File: config.mk
export PLATFORM = sky130hd
export DESIGN_NAME = ewcc_ram
export DESIGN_NICKNAME = d
export VERILOG_FILES = /design/src/hw/rtl/ewcc_ram.sv
export SDC_FILE = /design/constraint.sdc
export NUM_CORES = 1
export LEC_CHECK = 0
export BUFFER_PORTS_ARGS = -buffer_cell sky130_fd_sc_hd__buf_2
export CORE_MARGIN = 5
export CORE_UTILIZATION = 50
export CTS_CLUSTER_DIAMETER = 80
export DETAILED_ROUTE_END_ITERATION = 7
export PLACE_DENSITY = 0.7
export SETUP_SLACK_MARGIN = 0.05
export SLEW_MARGIN = 40
export SYNTH_ARGS = -nofsm -noshare
export SYNTH_HDL_FRONTEND = slang
export SYNTH_SLANG_ARGS = --single-unit
File: constraint.sdc
create_clock -name clk -period 1.68 [get_ports clk]
set_clock_uncertainty 0.2 [all_clocks]
set_input_delay 0.084 -clock clk [delete_from_list [all_inputs] [get_ports clk]]
set_output_delay 0.084 -clock clk [all_outputs]
set_load 0.05 [all_outputs]
File: src/hw/rtl/ewcc_ram.sv
module ewcc_ram #(
  parameter int Width = 8,
  parameter int Depth = 16
) (
  input  logic                     clk,
  input  logic                     we,
  input  logic [$clog2(Depth)-1:0] waddr,
  input  logic [Width-1:0]         wdata,
  input  logic [$clog2(Depth)-1:0] raddr,
  output logic [Width-1:0]         rdata
);
  logic [Width-1:0] mem [Depth];

  always_ff @(posedge clk) begin
    if (we) begin
      mem[waddr] <= wdata;
    end
    rdata <= mem[raddr];
  end
endmodule
==> impl_metrics.ini <==
[status]
status = completed

[floorplanning]
fp.dieH_um = 111
core.rowCount = 37
die-area_um2 = 12400
core-area_um2 = 10200
initial_core_util = 0.505
io_pins = 26
die_x_um = 111

[worst_hold_path]
hp-class = primary input to flop
worstHoldStart = waddr[2]
hold_path_depth = 4
hold_path_end = mem[6][2]

[cells_and_area]
antenna_cells = 0
fill_cells = 719
drive_gt1_frac = 0.313
layoutNonFillerInstCount = 446
nets = 315
regArea_um2 = 4000
multi_input_area_um2 = 1070
synthToLayoutAreaGrowth_pct = 22.7

[clocking]
htree_num_levels = 4
cts.sinks = 136
max-clock-path-buffers = 2
cts_setup_buffers = 0
cts_tree = yes
cts.reportedPaths.clkPinSlew_ns = 0.06
cts_buffers = 17
cts-root-buf = clkbuf_8
insertion_delay_ns = 0.51

[worst_setup_path]
crit_path_max_fanout = 1
crit_chain = mux4_1, a22oi_1, nand2_1
reg2reg_from = mem[1][1]
worst_ep_arrival_time_ns = 1.76
crit_type = flop to flop
r2r_cells = 3
max_stage_delay_ns = 0.50
cp_data_required_time_ns = 1.88
cp_num_buf_inv = 0
r2r_end = rdata[1]
r2r_setup_slack_ns = 0.12
crit_path_top_delay_cell = mux4_1
cp-end-kind = flop
critPathLaunchType = flop
cpLargestDelayFamily = multiplexers

[synth]
synth_seq_area_share = 0.778
synth_cells = 229
yosys_warnings = 0
syn_avg_cell_area_um2 = 22.5
synth_top_area_cell = edfxtp_1
synth.top_cell.area_share = 0.747
ys_types = 19
ys_ff_latch = 136
netlist_area_um2 = 5150
syn-num-nets = 247
ys_top_cells_by_area = edfxtp_1 75%, mux4_2 7.9%, mux4_1 7.1%, dfxtp_1 3.1%, a22oi_1 2.3%

[timing]
max_freq_mhz = 641
relSlewSlack = 0.715
slew_viol_final = 0
post-route-period-util = 0.929
rsz0062_at_grt = false
worst_pin_slew_ns = 0.427
final.min_clock_period_ns = 1.56
hold_viol = 0
fin_tns_setup_ns = 0
setup_viol = 0

[placed_design]
port_buffers = 25
placed_cells = 402
dp_hpwl_um = 6110
gp_congestion = 0.714

[grt]
antenna_found_initial = 0
grt_pass1_vias = 2617
grt_max_degree = 33
grtUsageTotal = 0.169
grt_first_pass_wirelength_um = 15100
overflow = 0

[route]
drt-total-wl_um = 9780
drt.antenna.violating_nets = 0
vias = 2497
viasPerCell = 5.60
drtIter0Drc = 174
drc_errors = 0
drtPass1Iterations = 4
drt-wirelength-per-cell_um = 21.9

[pwr]
p_per_area_nw_per_um2 = 1290
power.leakage_nw = 2.18
vdd_drop_max_mv = 0.657

[job]
max-cap-violations = 0
## metal layers
metal	track usage	vias up	routed length, um
met3	0.0549	6	617
met4	0.0624	0	79
met1	0.224	1281	4110
li1	-	1115	-
met2	0.266	95	4980
met5	0	-	0
## cells in the mapped netlist
cell type        count
nor3_1               4
buf_2                3
a22oi_1             16
dfxtp_1              8
buf_4                1
mux4_1              14
nand2_1              9
nand2b_1             2
edfxtp_1           128
nand3_1              1
and2b_1              1
buf_6                3
or3b_2               1
and2_1               1
mux4_2              18
clkdlybuf4s25_2      3
nand3b_1             2
nor2_1              13
nor2b_1              1
## cells in the final DEF (no fill, tap or decap), types with 2 or more instances in the layout
| cell type | netlist | final |
|---|---|---|
| a22oi_1 | 16 | 15 |
| buf_12 | 0 | 3 |
| buf_2 | 3 | 25 |
| buf_4 | 1 | 19 |
| bufinv_16 | 0 | 5 |
| clkbuf_1 | 0 | 3 |
| clkbuf_16 | 0 | 16 |
| clkinv_2 | 0 | 2 |
| clkinv_4 | 0 | 4 |
| dfxtp_1 | 8 | 8 |
| dlygate4sd3_1 | 0 | 12 |
| edfxtp_1 | 128 | 128 |
| mux4_1 | 14 | 14 |
| mux4_2 | 18 | 18 |
| nand2_1 | 9 | 9 |
| nand2b_1 | 2 | 2 |
| nand3b_1 | 2 | 2 |
| nor2_1 | 13 | 13 |
| nor3_1 | 4 | 3 |
## worst reg2reg max path: stages (launching register included)
cell	delay (ns)
edfxtp_1	0.36
mux4_1	0.50
a22oi_1	0.29
nand2_1	0.10
## power by group
part / total (W) / internal (W) / leakage [nW] / switching (W)
clock: 0.00389 / 0.00256 / 0.303 / 0.00133
sequential: 0.00382 / 0.00379 / 1.22 / 0.0000218
combinational: 0.000456 / 0.000179 / 0.652 / 0.000277
## sequential cells by signal (all words and copies together), names as in the netlist
name,cells
mem,128
rdata,8
## cells by family (layout without fill, tap and decap cells)
logic type | Yosys count | count (layout) | synth area share
AOI/OAI and AO/OA | 16 | 16 | 0.0233
DFF | 136 | 136 | 0.778
and+or+nand+nor | 35 | 35 | 0.0318
muxes | 32 | 32 | 0.150
buffers and inverters | 10 | 91 | 0.0168
## cell type report
cell class              instances  area share
clock buffers                  20      0.0673
clock inverters                12      0.0321
multi-input cells              83       0.169
flip-flops and latches        136       0.634
well taps                     136      0.0269
repair buffers                 59      0.0709
## how the worst max path moves through the flow
stage,startpoint,endpoint,slack (ns),cells after the start
4_1_cts,mem[1][5],rdata[5],0.10,3
2_1_floorplan,waddr[2],mem[3][0],0.13,2
5_1_grt,mem[9][3],rdata[3],0.06,3
6_report,mem[1][1],rdata[1],0.12,3
3_3_place_gp,raddr[0],rdata[3],-0.04,5
3_5_place_dp,raddr[0],rdata[3],-0.01,5
## through the flow
step	hold slack, ns	utilization	cell area, um2	setup WS (ns)	total power (W)
final	0.0290	0.620	6320	0.119	0.00816
after global placement	0.270	0.546	5560	-0.0422	0.00431
after floorplan	-0.0171	-	5150	0.130	0.00415
after detailed placement	0.283	0.546	5560	-0.0118	0.00432
after CTS	0.00732	0.620	6310	0.102	0.00822
after global routing	0.0307	0.620	6320	0.0613	0.00842
## timing repair
item,CTS,global route
hold buffers,12,0
resized for setup,0,1
endpoints found under the setup margin,0,1
hold endpoints to repair,167,0
Power figures use the tool's default switching activity.
